`src/uri_percent_codec_macros.svh`:
```
// assertion macros for the percent codec
`ifndef URI_PERCENT_CODEC_MACROS_SVH
`define URI_PERCENT_CODEC_MACROS_SVH

`ifndef SYNTHESIS
`define UPC_ASSERT(lbl, prop) \
    lbl: assert property (@(posedge i_clk) disable iff (!i_rst_n) prop) \
        else $error("upc assertion failed");
`define UPC_ASSERT_ALWAYS(lbl, prop) \
    lbl: assert property (@(posedge i_clk) prop) \
        else $error("upc assertion failed");
`else
`define UPC_ASSERT(lbl, prop)
`define UPC_ASSERT_ALWAYS(lbl, prop)
`endif

`endif

```
`src/upc_pkg.sv`:
```
`default_nettype none
package upc_pkg;

    localparam logic [1:0] PH_PLAIN   = 2'd0;
    localparam logic [1:0] PH_PERCENT = 2'd1;
    localparam logic [1:0] PH_DIGIT   = 2'd2;
    localparam logic [1:0] PH_SWALLOW = 2'd3;

    localparam logic [1:0] ST_DATA    = 2'd0;
    localparam logic [1:0] ST_TRUNC   = 2'd1;
    localparam logic [1:0] ST_INVALID = 2'd2;

    localparam int QDEPTH = 2;
    localparam int QPTR_W = 1;
    localparam int QCNT_W = 2;

    localparam logic [15:0][7:0] HEX_UP = {
        "F", "E", "D", "C", "B", "A", "9", "8",
        "7", "6", "5", "4", "3", "2", "1", "0"
    };

    typedef struct packed {
        logic [2:0][7:0] bytes;
        logic [1:0]      cnt;
        logic [1:0]      status;
        logic            eos;
    } t_job;

    function automatic logic is_alnum(input logic [7:0] c);
        return (c inside {["a":"z"], ["A":"Z"], ["0":"9"]});
    endfunction

    function automatic logic is_mark(input logic [7:0] c);
        return (c inside {"-", "_", ".", "!", "~", "*", "'", "(", ")"});
    endfunction

    function automatic logic is_resv(input logic [7:0] c);
        return (c inside {";", "/", "?", ":", "@", "&", "=", "+", "$", ",", "#"});
    endfunction

    function automatic logic is_hex(input logic [7:0] c);
        return (c inside {["0":"9"], ["a":"f"], ["A":"F"]});
    endfunction

    function automatic logic [3:0] hex_val(input logic [7:0] c);
        logic [7:0] v;
        v = 8'd0;
        if (c inside {["0":"9"]}) begin
            v = c - 8'h30;
        end else if (c inside {["a":"f"]}) begin
            v = c - 8'h57;
        end else if (c inside {["A":"F"]}) begin
            v = c - 8'h37;
        end
        return v[3:0];
    endfunction

endpackage
`default_nettype wire

```
`src/upc_in_if.sv`:
```
`default_nettype none
interface upc_in_if;
    logic       valid;
    logic       ready;
    logic [1:0] mode;
    logic [7:0] in_byte;
    logic       last_in;

    modport source (output valid, output mode, output in_byte, output last_in, input ready);
    modport sink (input valid, input mode, input in_byte, input last_in, output ready);
endinterface
`default_nettype wire

```
`src/upc_out_if.sv`:
```
`default_nettype none
interface upc_out_if;
    logic       valid;
    logic       ready;
    logic [7:0] out_byte;
    logic [1:0] status;
    logic       run_last;
    logic       end_of_string;

    modport source (output valid, output out_byte, output status, output run_last,
                    output end_of_string, input ready);
    modport sink (input valid, input out_byte, input status, input run_last,
                  input end_of_string, output ready);
endinterface
`default_nettype wire

```
`src/upc_front.sv`:
```
`default_nettype none
`include "uri_percent_codec_macros.svh"
module upc_front
    import upc_pkg::*;
(
    input  wire        i_clk,
    input  wire        i_rst_n,
    upc_in_if.sink     i_req,
    input  wire        i_q_full,
    output logic       o_push,
    output t_job       o_job
);

    logic [1:0] r_phase, n_phase;
    logic [7:0] r_first, n_first;
    logic [1:0] r_err, n_err;
    logic       accept;
    logic       full;
    logic [7:0] c;
    logic [7:0] v;
    t_job       job;

    assign i_req.ready = !i_q_full;
    assign accept = i_req.valid && !i_q_full;
    assign c = i_req.in_byte;
    assign full = i_req.mode[0];
    assign v = {hex_val(r_first), hex_val(c)};

    always_comb begin
        n_phase = r_phase;
        n_first = r_first;
        n_err = r_err;
        job.bytes = '0;
        job.cnt = 2'd0;
        job.status = ST_DATA;
        job.eos = i_req.last_in;
        case (r_phase)
            PH_PLAIN: begin
                if (!i_req.mode[1]) begin
                    if (c != 8'd0 && (is_alnum(c) || is_mark(c) || (full && is_resv(c)))) begin
                        job.bytes[0] = c;
                        job.cnt = 2'd1;
                    end else begin
                        job.bytes[0] = "%";
                        job.bytes[1] = HEX_UP[c[7:4]];
                        job.bytes[2] = HEX_UP[c[3:0]];
                        job.cnt = 2'd3;
                    end
                end else if (c != "%") begin
                    job.bytes[0] = c;
                    job.cnt = 2'd1;
                end else if (i_req.last_in) begin
                    job.cnt = 2'd1;
                    job.status = ST_TRUNC;
                end else begin
                    n_phase = PH_PERCENT;
                end
            end
            PH_PERCENT: begin
                if (i_req.last_in) begin
                    job.cnt = 2'd1;
                    job.status = ST_TRUNC;
                end else begin
                    n_first = c;
                    n_phase = PH_DIGIT;
                end
            end
            PH_DIGIT: begin
                if (!is_hex(r_first) || !is_hex(c)) begin
                    if (i_req.last_in) begin
                        job.cnt = 2'd1;
                        job.status = ST_INVALID;
                    end else begin
                        n_err = ST_INVALID;
                        n_phase = PH_SWALLOW;
                    end
                end else begin
                    if (v == 8'd0 || (full && is_resv(v))) begin
                        job.bytes[0] = "%";
                        job.bytes[1] = r_first;
                        job.bytes[2] = c;
                        job.cnt = 2'd3;
                    end else begin
                        job.bytes[0] = v;
                        job.cnt = 2'd1;
                    end
                    n_phase = PH_PLAIN;
                    n_first = 8'd0;
                end
            end
            default: begin
                if (i_req.last_in) begin
                    job.cnt = 2'd1;
                    job.status = r_err;
                end
            end
        endcase
        if (i_req.last_in) begin
            n_phase = PH_PLAIN;
            n_first = 8'd0;
            n_err = ST_DATA;
        end
    end

    assign o_push = accept && (job.cnt != 2'd0);
    assign o_job = job;

    always_ff @(posedge i_clk) begin
        if (!i_rst_n) begin
            r_phase <= PH_PLAIN;
            r_first <= 8'd0;
            r_err <= ST_DATA;
        end else if (accept) begin
            r_phase <= n_phase;
            r_first <= n_first;
            r_err <= n_err;
        end
    end

    `UPC_ASSERT(a_swallow_err, (r_phase == PH_SWALLOW) |-> (r_err == ST_INVALID))
    `UPC_ASSERT(a_last_clears, (accept && i_req.last_in) |=> (r_phase == PH_PLAIN))

endmodule
`default_nettype wire

```
`src/upc_queue.sv`:
```
`default_nettype none
`include "uri_percent_codec_macros.svh"
module upc_queue
    import upc_pkg::*;
(
    input  wire        i_clk,
    input  wire        i_rst_n,
    input  wire        i_push,
    input  t_job       i_job,
    input  wire        i_pop,
    output logic       o_full,
    output logic       o_valid,
    output t_job       o_job
);

    t_job              r_mem [QDEPTH];
    logic [QPTR_W-1:0] r_wr;
    logic [QPTR_W-1:0] r_rd;
    logic [QCNT_W-1:0] r_cnt;
    logic              do_pop;

    assign o_full = (r_cnt == QCNT_W'(QDEPTH));
    assign o_valid = (r_cnt != '0);
    assign o_job = r_mem[r_rd];
    assign do_pop = i_pop && o_valid;

    always_ff @(posedge i_clk) begin
        if (i_push) begin
            r_mem[r_wr] <= i_job;
        end
    end

    always_ff @(posedge i_clk) begin
        if (!i_rst_n) begin
            r_wr <= '0;
            r_rd <= '0;
            r_cnt <= '0;
        end else begin
            if (i_push) begin
                r_wr <= r_wr + 1'b1;
            end
            if (do_pop) begin
                r_rd <= r_rd + 1'b1;
            end
            if (i_push && !do_pop) begin
                r_cnt <= r_cnt + 1'b1;
            end else if (!i_push && do_pop) begin
                r_cnt <= r_cnt - 1'b1;
            end
        end
    end

    `UPC_ASSERT(a_no_overflow, i_push |-> (!o_full || do_pop))
    `UPC_ASSERT(a_cnt_bound, r_cnt <= QCNT_W'(QDEPTH))

endmodule
`default_nettype wire

```
`src/upc_back.sv`:
```
`default_nettype none
`include "uri_percent_codec_macros.svh"
module upc_back
    import upc_pkg::*;
(
    input  wire        i_clk,
    input  wire        i_rst_n,
    input  wire        i_q_valid,
    input  t_job       i_q_job,
    output logic       o_pop,
    upc_out_if.source  o_res
);

    t_job       r_job;
    logic       r_have;
    logic [1:0] r_idx;
    logic       r_ovalid;
    logic [7:0] r_obyte;
    logic [1:0] r_ostatus;
    logic       r_orun;
    logic       r_oeos;
    logic       can_emit;
    logic       emit;
    logic       at_end;

    assign can_emit = !r_ovalid || o_res.ready;
    assign emit = r_have && can_emit;
    assign at_end = (r_idx == r_job.cnt - 2'd1);
    assign o_pop = i_q_valid && (!r_have || (emit && at_end));

    always_ff @(posedge i_clk) begin
        if (!i_rst_n) begin
            r_have <= 1'b0;
            r_idx <= 2'd0;
            r_ovalid <= 1'b0;
        end else begin
            if (o_pop) begin
                r_have <= 1'b1;
                r_idx <= 2'd0;
            end else if (emit) begin
                if (at_end) begin
                    r_have <= 1'b0;
                end
                r_idx <= r_idx + 2'd1;
            end
            if (emit) begin
                r_ovalid <= 1'b1;
            end else if (o_res.ready) begin
                r_ovalid <= 1'b0;
            end
        end
    end

    always_ff @(posedge i_clk) begin
        if (o_pop) begin
            r_job <= i_q_job;
        end
        if (emit) begin
            r_obyte <= r_job.bytes[r_idx];
            r_ostatus <= r_job.status;
            r_orun <= at_end;
            r_oeos <= r_job.eos;
        end
    end

    assign o_res.valid = r_ovalid;
    assign o_res.out_byte = r_obyte;
    assign o_res.status = r_ostatus;
    assign o_res.run_last = r_orun;
    assign o_res.end_of_string = r_oeos;

    `UPC_ASSERT(a_idx_in_job, r_have |-> (r_idx < r_job.cnt))

endmodule
`default_nettype wire

```
`src/uri_percent_codec.sv`:
```
`default_nettype none
// Streaming URI percent encoder and decoder. Each request carries one string byte, its last
// flag and a mode (encode or decode, component or full URI); each result carries one output
// byte or an error status for a bad escape, which comes on the string's last item. A front
// stage classifies one request per cycle while the queue is not full and hands a job of one
// or three bytes into a two-entry queue; the back serialiser sends one result per cycle
// through an output register while the receiver is ready. Items that give no result (the
// start of an escape, swallowed bytes) push no job. The first result of a request passes
// through the queue entry, the back's job register and the output register.
module uri_percent_codec
    import upc_pkg::*;
(
    input  wire        i_clk,
    input  wire        i_rst_n,
    upc_in_if.sink     i_req,
    upc_out_if.source  o_res
);

    logic q_full;
    logic push;
    t_job push_job;
    logic pop;
    logic q_valid;
    t_job q_job;

    upc_front u_front (
        .i_clk    (i_clk),
        .i_rst_n  (i_rst_n),
        .i_req    (i_req),
        .i_q_full (q_full),
        .o_push   (push),
        .o_job    (push_job)
    );

    upc_queue u_queue (
        .i_clk   (i_clk),
        .i_rst_n (i_rst_n),
        .i_push  (push),
        .i_job   (push_job),
        .i_pop   (pop),
        .o_full  (q_full),
        .o_valid (q_valid),
        .o_job   (q_job)
    );

    upc_back u_back (
        .i_clk     (i_clk),
        .i_rst_n   (i_rst_n),
        .i_q_valid (q_valid),
        .i_q_job   (q_job),
        .o_pop     (pop),
        .o_res     (o_res)
    );

endmodule
`default_nettype wire

```
`src/flat_wrapper.sv`:
```
// flat-port wrapper written by rule: the top's interface ports become plain ports
module uri_percent_codec_flat import upc_pkg::*;
  (i_clk, i_rst_n, i_req_valid, i_req_mode, i_req_in_byte, i_req_last_in, i_req_ready, o_res_valid, o_res_out_byte, o_res_status, o_res_run_last, o_res_end_of_string, o_res_ready);
  upc_in_if i_req_i ();
  upc_out_if o_res_i ();
  input  wire i_clk;
  input  wire i_rst_n;
  input wire logic [$bits(i_req_i.valid)-1:0] i_req_valid;
  input wire logic [$bits(i_req_i.mode)-1:0] i_req_mode;
  input wire logic [$bits(i_req_i.in_byte)-1:0] i_req_in_byte;
  input wire logic [$bits(i_req_i.last_in)-1:0] i_req_last_in;
  output wire logic [$bits(i_req_i.ready)-1:0] i_req_ready;
  output wire logic [$bits(o_res_i.valid)-1:0] o_res_valid;
  output wire logic [$bits(o_res_i.out_byte)-1:0] o_res_out_byte;
  output wire logic [$bits(o_res_i.status)-1:0] o_res_status;
  output wire logic [$bits(o_res_i.run_last)-1:0] o_res_run_last;
  output wire logic [$bits(o_res_i.end_of_string)-1:0] o_res_end_of_string;
  input wire logic [$bits(o_res_i.ready)-1:0] o_res_ready;
  assign i_req_i.valid = i_req_valid;
  assign i_req_i.mode = i_req_mode;
  assign i_req_i.in_byte = i_req_in_byte;
  assign i_req_i.last_in = i_req_last_in;
  assign i_req_ready = i_req_i.ready;
  assign o_res_valid = o_res_i.valid;
  assign o_res_out_byte = o_res_i.out_byte;
  assign o_res_status = o_res_i.status;
  assign o_res_run_last = o_res_i.run_last;
  assign o_res_end_of_string = o_res_i.end_of_string;
  assign o_res_i.ready = o_res_ready;
  uri_percent_codec u_core (.i_clk(i_clk), .i_rst_n(i_rst_n), .i_req(i_req_i), .o_res(o_res_i));
endmodule
```
`config.mk`:
```
export PLATFORM = sky130hd
export DESIGN_NAME = uri_percent_codec_flat
export DESIGN_NICKNAME = d
export VERILOG_FILES = /design/src/upc_pkg.sv /design/src/upc_in_if.sv /design/src/upc_out_if.sv /design/src/upc_front.sv /design/src/upc_queue.sv /design/src/upc_back.sv /design/src/uri_percent_codec.sv /design/src/flat_wrapper.sv
export VERILOG_INCLUDE_DIRS = /design/src /design/src/src
export SDC_FILE = /design/constraint.sdc
export NUM_CORES = 1
export LEC_CHECK = 0
export BUFFER_PORTS_ARGS = -buffer_cell sky130_fd_sc_hd__buf_2
export CAP_MARGIN = 20
export CORE_MARGIN = 2
export CORE_UTILIZATION = 61
export DETAILED_ROUTE_END_ITERATION = 7
export PLACE_DENSITY = 0.79
export REMOVE_ABC_BUFFERS = 1
export SLEW_MARGIN = 20
export SYNTH_ARGS = -nofsm -noshare
export SYNTH_HDL_FRONTEND = slang
export SYNTH_SLANG_ARGS = --single-unit
```
`constraint.sdc`:
```
create_clock -name i_clk -period 6.1 [get_ports i_clk]
set_clock_uncertainty 0.1 [all_clocks]
set_input_delay 0.305 -clock i_clk [delete_from_list [all_inputs] [get_ports i_clk]]
set_output_delay 0.305 -clock i_clk [all_outputs]
set_load 0.005 [all_outputs]
```
## Word level (Yosys, flattened, before mapping)

Memory sizes are Yosys's and may differ from the RTL's. A register that Yosys moved wholly into a read port is not among the register bits.
Cells that the tools add are included.

| cells by class | value |
|---|---|
| add/sub/neg operators | 12 |
| $mul | 0 |
| divide/modulo/power cells | 0 |
| order comparisons | 17 |
| eq/ne operators | 39 |
| shifts and indexed selects | 0 |
| mux-type cells | 48 |
| bitwise logic cells | 1 |
| reductions and logical operators | 56 |

Operators by type and width:

| kind | count |
|---|---|
| == test 8 x 6 -> 1 bit, second input constant | 27 |
| less-or-equal comparator 8 x 7 -> 1 bit, second input constant | 6 |
| two-way mux 16 bit | 3 |
| two-way mux 8 bit | 6 |
| case mux 24 bit (2 select lines) | 1 |
| == test 8 x 7 -> 1 bit, second input constant | 4 |
| greater-or-equal comparator 8 x 7 -> 1 bit, second input constant | 4 |
| two-way mux 10 bit | 3 |
| two-way mux 2 bit | 13 |
| two-way mux 24 bit | 1 |
| two-way mux 4 bit | 6 |
| nonzero test 11 bit | 2 |
| logical AND 1 bit | 19 |
| binary-select mux 8 bit (select 2 bit) | 1 |
| greater-or-equal comparator 8 x 6 -> 1 bit, second input constant | 2 |
| less-or-equal comparator 8 x 6 -> 1 bit, second input constant | 2 |
| case mux 8 bit (2 select lines) | 1 |
| nonzero test 2 bit | 8 |
| subtractor 4 x 3 -> 4 bit, second input constant | 4 |
| case mux 4 bit (3 select lines) | 1 |
| nonzero test 3 bit | 4 |
| < comparator 4 x 5 -> 1 bit, second input constant | 2 |
| two-way mux 3 bit | 3 |
| inequality test 3 bit, second input constant | 3 |
| 23 further kinds | 47 |

| word-level totals | value |
|---|---|
| register bits | 32 |
| latch bits | 0 |
| bits in writable memories | 58 |
| ROM bits | 256 |
| bits of input ports | 15 |
| output and inout bits | 14 |
| word-level logic and storage cells | 189 |
| memories kept | 3 |

Memory list:

| name | depth | bits a word | read ports | clocked after memory_dff | wr ports | line | source |
|---|---|---|---|---|---|---|---|
| (no name shown) | 16 | 8 | 1 | 0 | 0 | upc_front.sv:46 | `job.bytes[2] = HEX_UP[c[3:0]];` |
| (no name shown) | 16 | 8 | 1 | 0 | 0 | upc_front.sv:45 | `job.bytes[1] = HEX_UP[c[7:4]];` |
| u_core.u_queue.r_mem | 2 | 29 | 1 | 1 | 1 | upc_queue.sv:16 | `t_job r_mem [QDEPTH];` |

## Depth between registers and ports, before layout

Gate-level depths: netlist of the first run.

| depth | value |
|---|---|
| depth in word-level cells | 18 |
| depth in mapped cells | 13 |
| depth with buffers taken out | 12 |

## Hierarchy

Synthesis of the first run repeated with hierarchy kept, for this count alone.

| unflattened totals | value |
|---|---|
| cells, all modules | 511 |
| area, all modules | 6192.2 µm² |

Modules (own cells, without submodules):

| module | times used | cells an instance | area each (µm²) | sequential area each (µm²) |
|---|---|---|---|---|
| upc_queue | 1 | 112 | 2308.5 | 1841.8 |
| upc_front | 1 | 306 | 2262.2 | 220.2 |
| upc_back | 1 | 93 | 1621.6 | 1311.3 |

## Worst setup path before layout of the first run

No wires, ideal clock.

| timing path | value |
|---|---|
| kind | in2reg |
| start | input i_req_in_byte[0] |
| end | memory u_core.u_queue.r_mem[0][0] in the netlist's numbering (enable) |
| library setup time | 0.420 ns |
| arrival time | 3.925 ns |
| required time | 5.580 ns |
| slack | 1.655 ns |
| stages on the path | 10 |
| buffers on the path | 1 |
| cells stage by stage | clkbuf_1 inv_1 ha_1 or4b_2 a311oi_1 o32ai_1 o21bai_1 a21oi_1 and2_1 nor2b_1 |

RTL lines:

| item | line | source |
|---|---|---|
| start: declaration | flat_wrapper.sv:10 | `input wire logic [$bits(i_req_i.in_byte)-1:0] i_req_in_byte;` |
| end: declaration | upc_queue.sv:16 |  |

==> results of run 1 <==
## where the power goes
group / switching [W] / total [W] / internal [W] / leakage [nW]
logic: 0.000343 / 0.000577 / 0.000234 / 1.07
clock network: 0.000359 / 0.000920 / 0.000561 / 0.274
registers: 0.0000780 / 0.00124 / 0.00116 / 1.09
total: 0.000781 / 0.00274 / 0.00196 / 2.43
## cells in the mapped netlist, drive strengths merged, types with 8 or more instances
cell type / number
mux2: 30
nor2: 30
a21boi: 16
and2: 9
dfxtp: 19
nor2b: 11
nand3: 19
nand2: 44
inv: 18
o21ai: 31
mux2i: 12
clkbuf: 19
ha: 18
buf: 8
a21oi: 17
edfxtp: 99
## cells by family (layout without fill, tap and decap cells)
kind of cell,after synthesis,after routing
simple gates,152,152
compound gates,131,131
flops,118,118
buf+inv,45,82
mux,42,42
fa+ha+maj,18,18
xor+xnor,6,6
other cells,1,4
## registers in the layout, indices dropped and copies added (netlist names)
register and cells:
u_core.u_back.o_res.out_byte 8, u_core.u_back.o_res.status 2, u_core.u_front.r_first 8, u_core.u_back.r_job 29, u_core.u_back.o_res.end_of_string 1, u_core.u_queue.r_wr 1, u_core.u_queue.r_mem 58, u_core.u_back.o_res.run_last 1
u_core.u_back.r_have 1, u_core.u_back.o_res.valid 1, u_core.u_front.r_phase 2, u_core.u_queue.r_cnt 2, u_core.u_queue.r_rd 1, u_core.u_front.r_err 1, u_core.u_back.r_idx 2
## routing by layer
layer,vias up,routed length (microns)
met5,-,0
met4,0,408
met3,29,703
met2,164,6110
met1,2012,5400
li1,1984,-
## metrics by stage
stage | instance area, sq um | instances | total power [W] | hold slack [ns] | utilization (%)
floorplan | 5870 | 489 | 0.00163 | 0.300 | -
global placement | 6210 | 654 | 0.00180 | 0.304 | 64.4
detailed placement | 6210 | 654 | 0.00182 | 0.306 | 64.4
CTS | 6780 | 686 | 0.00275 | 0.0165 | 70.3
global route | 6780 | 686 | 0.00286 | 0.0273 | 70.3
finish | 6780 | 686 | 0.00274 | 0.0254 | 70.3
## critical path, cell delays in order
cell and delay, ns:
buf_2 0.21, inv_1 0.19, ha_1 0.29, or4b_2 0.66, a311oi_1 0.39, o32ai_1 0.14
buf_4 0.18, o21bai_1 0.42, a21oi_1 0.20, and2_1 0.24, ha_1 0.32, or3_1 0.34
a21boi_0 0.15
## layout make-up
| type | count | area (sq um) | area share (%) |
|---|---|---|---|
| Sequential cell | 118 | 3350 | 49.5 |
| Multi-Input combinational cell | 353 | 2450 | 36.2 |
| Clock buffer | 20 | 478 | 7.05 |
| Timing Repair Buffer | 32 | 170 | 2.51 |
| Tap cell | 133 | 166 | 2.45 |
| Clock inverter | 12 | 90.1 | 1.33 |
| Inverter | 18 | 67.6 | 0.996 |
## worst paths after layout
check                            startpoint                                 to  cells past startpoint
setup / recovery           i_req_in_byte[1]            u_core.u_queue.r_cnt[1]                     13
hold / removal                  o_res_ready          u_core.u_back.o_res.valid                      3
setup reg to reg  u_core.u_front.r_first[0]        u_core.u_queue.r_mem[0][14]                     10
hold reg to reg      u_core.u_back.r_job[0]  u_core.u_back.o_res.end_of_string                      0
==> metrics.csv, run 1 <==
stage;metric;value;unit
run_status;status;finished, final reports clean;
sta;tns;0;ns
logic_synthesis;synth_top_cell_area_share;49.6;%
clocking;cts_hold_buf;0;
sta;finalSetupViolations;0;
logic_synthesis;netlist_area;5990;sq um
logic_synthesis;synth_top_family_by_area;compound AO/OA/AOI/OAI gates;
logic_synthesis;synth_warnings;0;
global_route;grt_pass1_vias;4024;
final_layout;drive_above_1_share;19.7;%
logic_synthesis;synthAdderAreaFrac;3.76;%
final_layout;nNetsFinal;573;
die;fp.dieH;103;microns
die;die_width;103;microns
logic_synthesis;ys_seq_elements;118;
global_route;antenna_found_initial;0;
sta;timing.fmax;0.271;GHz
sta;relSlewSlack;31.2;%
final_layout;diodes;0;
power;ir_worst_vdd;0.245;mV
sta;slew_viol_final;0;
placed_design;post-place-ws;1.96;ns
global_route;grt_overflow;0;
sta;finalCritPeriodShare;60.6;%
logic_synthesis;ys_dominant_reg_cell;edfxtp_1;
logic_synthesis;ys_seq_area_share;56.0;%
sta;finalHoldViolCount;0;
drt;dr.pass1.iters;7;
die;num_rows;36;
clocking;clk_latency;0.52;ns
clocking;cts_root_buf;clkbuf_8;
clocking;cts.htree.levels;4;
placed_design;place.gp.congestion;0.881;
logic_synthesis;muxShareOfSynthArea;7.65;%
global_route;grt_max_degree;31;
sta;setup_ws;2.41;ns
run;drv_cap;0;
logic_synthesis;synth_cell_type_count;66;
clocking;clk_path_buf_depth;2;
global_route;grt_util_all_layers;25.0;%
drt;drc;0;
logic_synthesis;synth_compound_area_share;14.9;%
logic_synthesis;synth_edf_count;99;
clocking;cts_buffers;17;
die;die_area;10600;sq um
clocking;path_clk_slew;0.06;ns
die;start_util;62.1;%
die;coreArea;9640;sq um
global_route;grt_pass1_wl;19.8;mm
worst_setup_path;cp.arrival;4.04;ns
placed_design;hpwl;8.51;mm
drt;drt-total-wl;12.6;mm
global_route;global_route.usage.met2;39.8;%
worst_setup_path;worstSetupEndpointType;flip-flop;
power;leakagePower;2.43;nW
worst_setup_path;cp_max_fo;11;
logic_synthesis;async_flop_share;0;%
drt;detail_route.iter0.violations;290;
worst_setup_path;start_kind;input port;
logic_synthesis;synth_cells;513;
sta;period_needed;3.69;ns
drt;ant_nets;0;
final_layout;syn2layout_area_growth;13.2;%
clocking;cts_setup_buffers;0;
sta;worst_pin_slew;1.02;ns
global_route;grtUsageMet1;32.2;%
logic_synthesis;synth_area_leaders;edfxtp_1 (50%), dfxtp_1 (6.4%), mux2_2 (5.6%);
logic_synthesis;synth.avg_cell_area;11.7;sq um
clocking;cts_resized;0;
global_route;met3_usage;5.56;%
clocking;cts_tree;yes;
worst_setup_path;reg2reg_slack;2.50;ns
worst_hold_path;hold_path.class;input port to flip-flop;
logic_synthesis;synth-simple-area-share;13.5;%
final_layout;final_cell_mix;edfxtp_1 (99), nand2_1 (43), o21ai_0 (31), mux2_2 (30), nor2_1 (29);
sta;rsz0062_at_grt;no;
clocking;clock-sinks;118;
worst_setup_path;required;6.44;ns
die;boundaryPins;29;
final_layout;layout_commonest_cell;edfxtp_1;
drt;vias;4189;
drt;routedWlPerCell;18.4;microns
worst_setup_path;crit_type;input port to flip-flop;
drt;viasPerCell;6.11;
placed_design;numPortBuffers;28;
final_layout;nFillCells;704;
global_route;grt_busiest_layer;met2;
logic_synthesis;synth_xor_area_share;0.877;%
logic_synthesis;synth_top_cell_by_area;edfxtp_1;
power;powerDensity;404;nW/um^2
(Power assumes the default switching activity.)
==> run 2, diff against run 1 <==
clock period = 3.4 ns   (was 6.1 ns; I/O delays follow)
==> run 2 against run 1 <==
Compared with the run above: wire length is 17% higher; register-to-register slack got worse by 2.4 ns; clock power rose by 86%; first-iteration DRC count is 61% higher; combinational power up 110%; final cell count is 9.3% higher; sequential power rose by 80%; flip-flop and latch count unchanged; highest routed layer unchanged.
==> metrics.csv, run 2 (synthesis results as in run 1) <==
stage;metric;value;unit
worst_setup_path;cp.arrival;3.53;ns
power;seqPwrFrac;43.5;%
final_layout;largest_register_ffs;58;
sta;finalSetupViolations;0;
power;leakagePower;2.79;nW
clocking;cts_setup_buffers;0;
clocking;cts_root_buf;clkbuf_8;
worst_setup_path;worstSetupEndpointType;flip-flop;
global_route;grt_pass1_wl;22.9;mm
final_layout;syn2layout_area_growth;23.2;%
global_route;grt_pass1_vias;4456;
die;coreArea;9640;sq um
worst_setup_path;crit_type;input port to flip-flop;
drt;dr.pass1.iters;5;
die;fp.dieH;103;microns
power;powerDensity;695;nW/um^2
final_layout;multi_input_area;2500;sq um
global_route;grt_max_degree;31;
drt;viasPerCell;6.16;
placed_design;hpwl;9.67;mm
placed_design;post-place-ws;-0.124;ns
sta;period_needed;3.30;ns
final_layout;drive_above_1_share;27.6;%
clocking;clk_path_buf_depth;2;
sta;relSlewSlack;51.5;%
worst_hold_path;hold_path.class;input port to flip-flop;
final_layout;final_cell_mix;edfxtp_1 (99), buf_4 (54), nand2_1 (42), o21ai_0 (31), mux2_2 (30);
worst_setup_path;required;3.63;ns
global_route;antenna_found_initial;0;
placed_design;place_area;6630;sq um
drt;drt-total-wl;14.8;mm
clocking;path_clk_slew;0.06;ns
final_layout;nFillCells;630;
die;die_area;10600;sq um
placed_design;numPortBuffers;28;
clocking;clock-sinks;118;
sta;rsz0062_at_grt;no;
sta;setup_ws;0.0998;ns
global_route;grt_util_all_layers;29.4;%
worst_setup_path;cp_max_fo;7;
run;drv_cap;0;
drt;routedWlPerCell;19.8;microns
run_status;status;finished, final reports clean;
power;power_frac_comb;23.3;%
die;num_rows;36;
final_layout;reg_top3;u_core.u_queue.r_mem x58, u_core.u_back.r_job x29;
final_layout;seqCellArea;3350;sq um
global_route;grt_overflow;0;
die;die_width;103;microns
final_layout;finalInstanceArea;7380;sq um
die;start_util;62.1;%
sta;slew_viol_final;0;
clocking;cts_buffers;17;
clocking;cts.htree.levels;4;
sta;timing.fmax;0.303;GHz
die;boundaryPins;29;
drt;drc;0;
final_layout;top_register;u_core.u_queue.r_mem;
power;p_int;0.00369;W
final_layout;diodes;0;
power;clkPwrFrac;33.2;%
sta;finalHoldViolCount;0;
drt;ant_nets;0;
sta;finalCritPeriodShare;97.1;%
sta;worst_pin_slew;0.719;ns
worst_setup_path;reg2reg_slack;0.13;ns
power;switching_share;28.1;%
drt;detail_route.iter0.violations;468;
power;p_sw;0.00144;W
final_layout;nNetsFinal;637;
clocking;cts_tree;yes;
placed_design;place.gp.congestion;0.958;
worst_setup_path;start_kind;input port;
drt;vias;4621;
clocking;clk_latency;0.52;ns
final_layout;layout_commonest_cell;edfxtp_1;
power;ir_worst_vdd;0.363;mV
-- run 2: metrics by stage --
stage / hold WS, ns / power [W] / utilization (%) / cells / setup TNS [ns]
2_1_floorplan: 0.169 / 0.00292 / - / 489 / -17.86
3_3_place_gp: 0.303 / 0.00329 / 68.8 / 706 / -0.0300
3_5_place_dp: 0.305 / 0.00336 / 68.8 / 706 / -1.64
4_1_cts: 0.0103 / 0.00512 / 76.1 / 750 / 0
5_1_grt: 0.0479 / 0.00534 / 76.6 / 750 / 0
6_report: 0.0257 / 0.00513 / 76.6 / 750 / 0
-- run 2: final timing paths --
path                                        end                      start  depth (start not counted)
setup / recovery    u_core.u_queue.r_mem[1][13]           i_req_in_byte[6]                         11
hold / removal        u_core.u_front.r_first[1]           i_req_in_byte[1]                          4
setup reg to reg    u_core.u_queue.r_mem[1][13]  u_core.u_front.r_first[0]                         11
hold reg to reg   u_core.u_back.o_res.status[1]     u_core.u_back.r_job[2]                          0
-- run 2: power groups by stage --
stage | Combinational, W | Clock (W) | Sequential [W]
finish | 0.00120 | 0.00171 | 0.00223
global route | 0.00130 | 0.00178 | 0.00227
CTS | 0.00118 | 0.00171 | 0.00223
detailed placement | 0.00112 | 0 | 0.00224
global placement | 0.00108 | 0 | 0.00222
floorplan | 0.000661 | 0 | 0.00226
-- run 2: layout make-up --
| type | count | area share [%] |
|---|---|---|
| flip-flops and latches | 118 | 45.4 |
| multi-input cells | 353 | 33.9 |
| repair buffers | 96 | 9.56 |
| clock buffers | 27 | 7.51 |
| well taps | 133 | 2.25 |
| inverters | 18 | 0.915 |
| clock inverters | 5 | 0.390 |
-- run 2: timing repair --
action	CTS	global route
resized for setup	0	13
endpoints found under the setup margin	0	31
hold buffers	12	0
endpoints found under the hold margin	21	0
-- run 2: layer usage --
layer	up-vias	global-route usage, %	routed length [microns]	share of wire [%]
met5	-	0	0	0
met4	0	15.5	640	4.3
met3	59	5.02	959	6.5
met2	253	48.7	7370	50
met1	2196	37.1	5850	39
li1	2113	-	-	-
-- run 2: worst max-delay path, cell delays in order --
cell           delay, ns
dlygate4sd3_1       0.54
buf_2               0.18
or3b_1              0.41
a22o_1              0.25
or3_1               0.40
o32a_1              0.30
a2111o_1            0.41
nor3_4              0.31
nand2_2             0.14
buf_4               0.20
o22ai_1             0.21
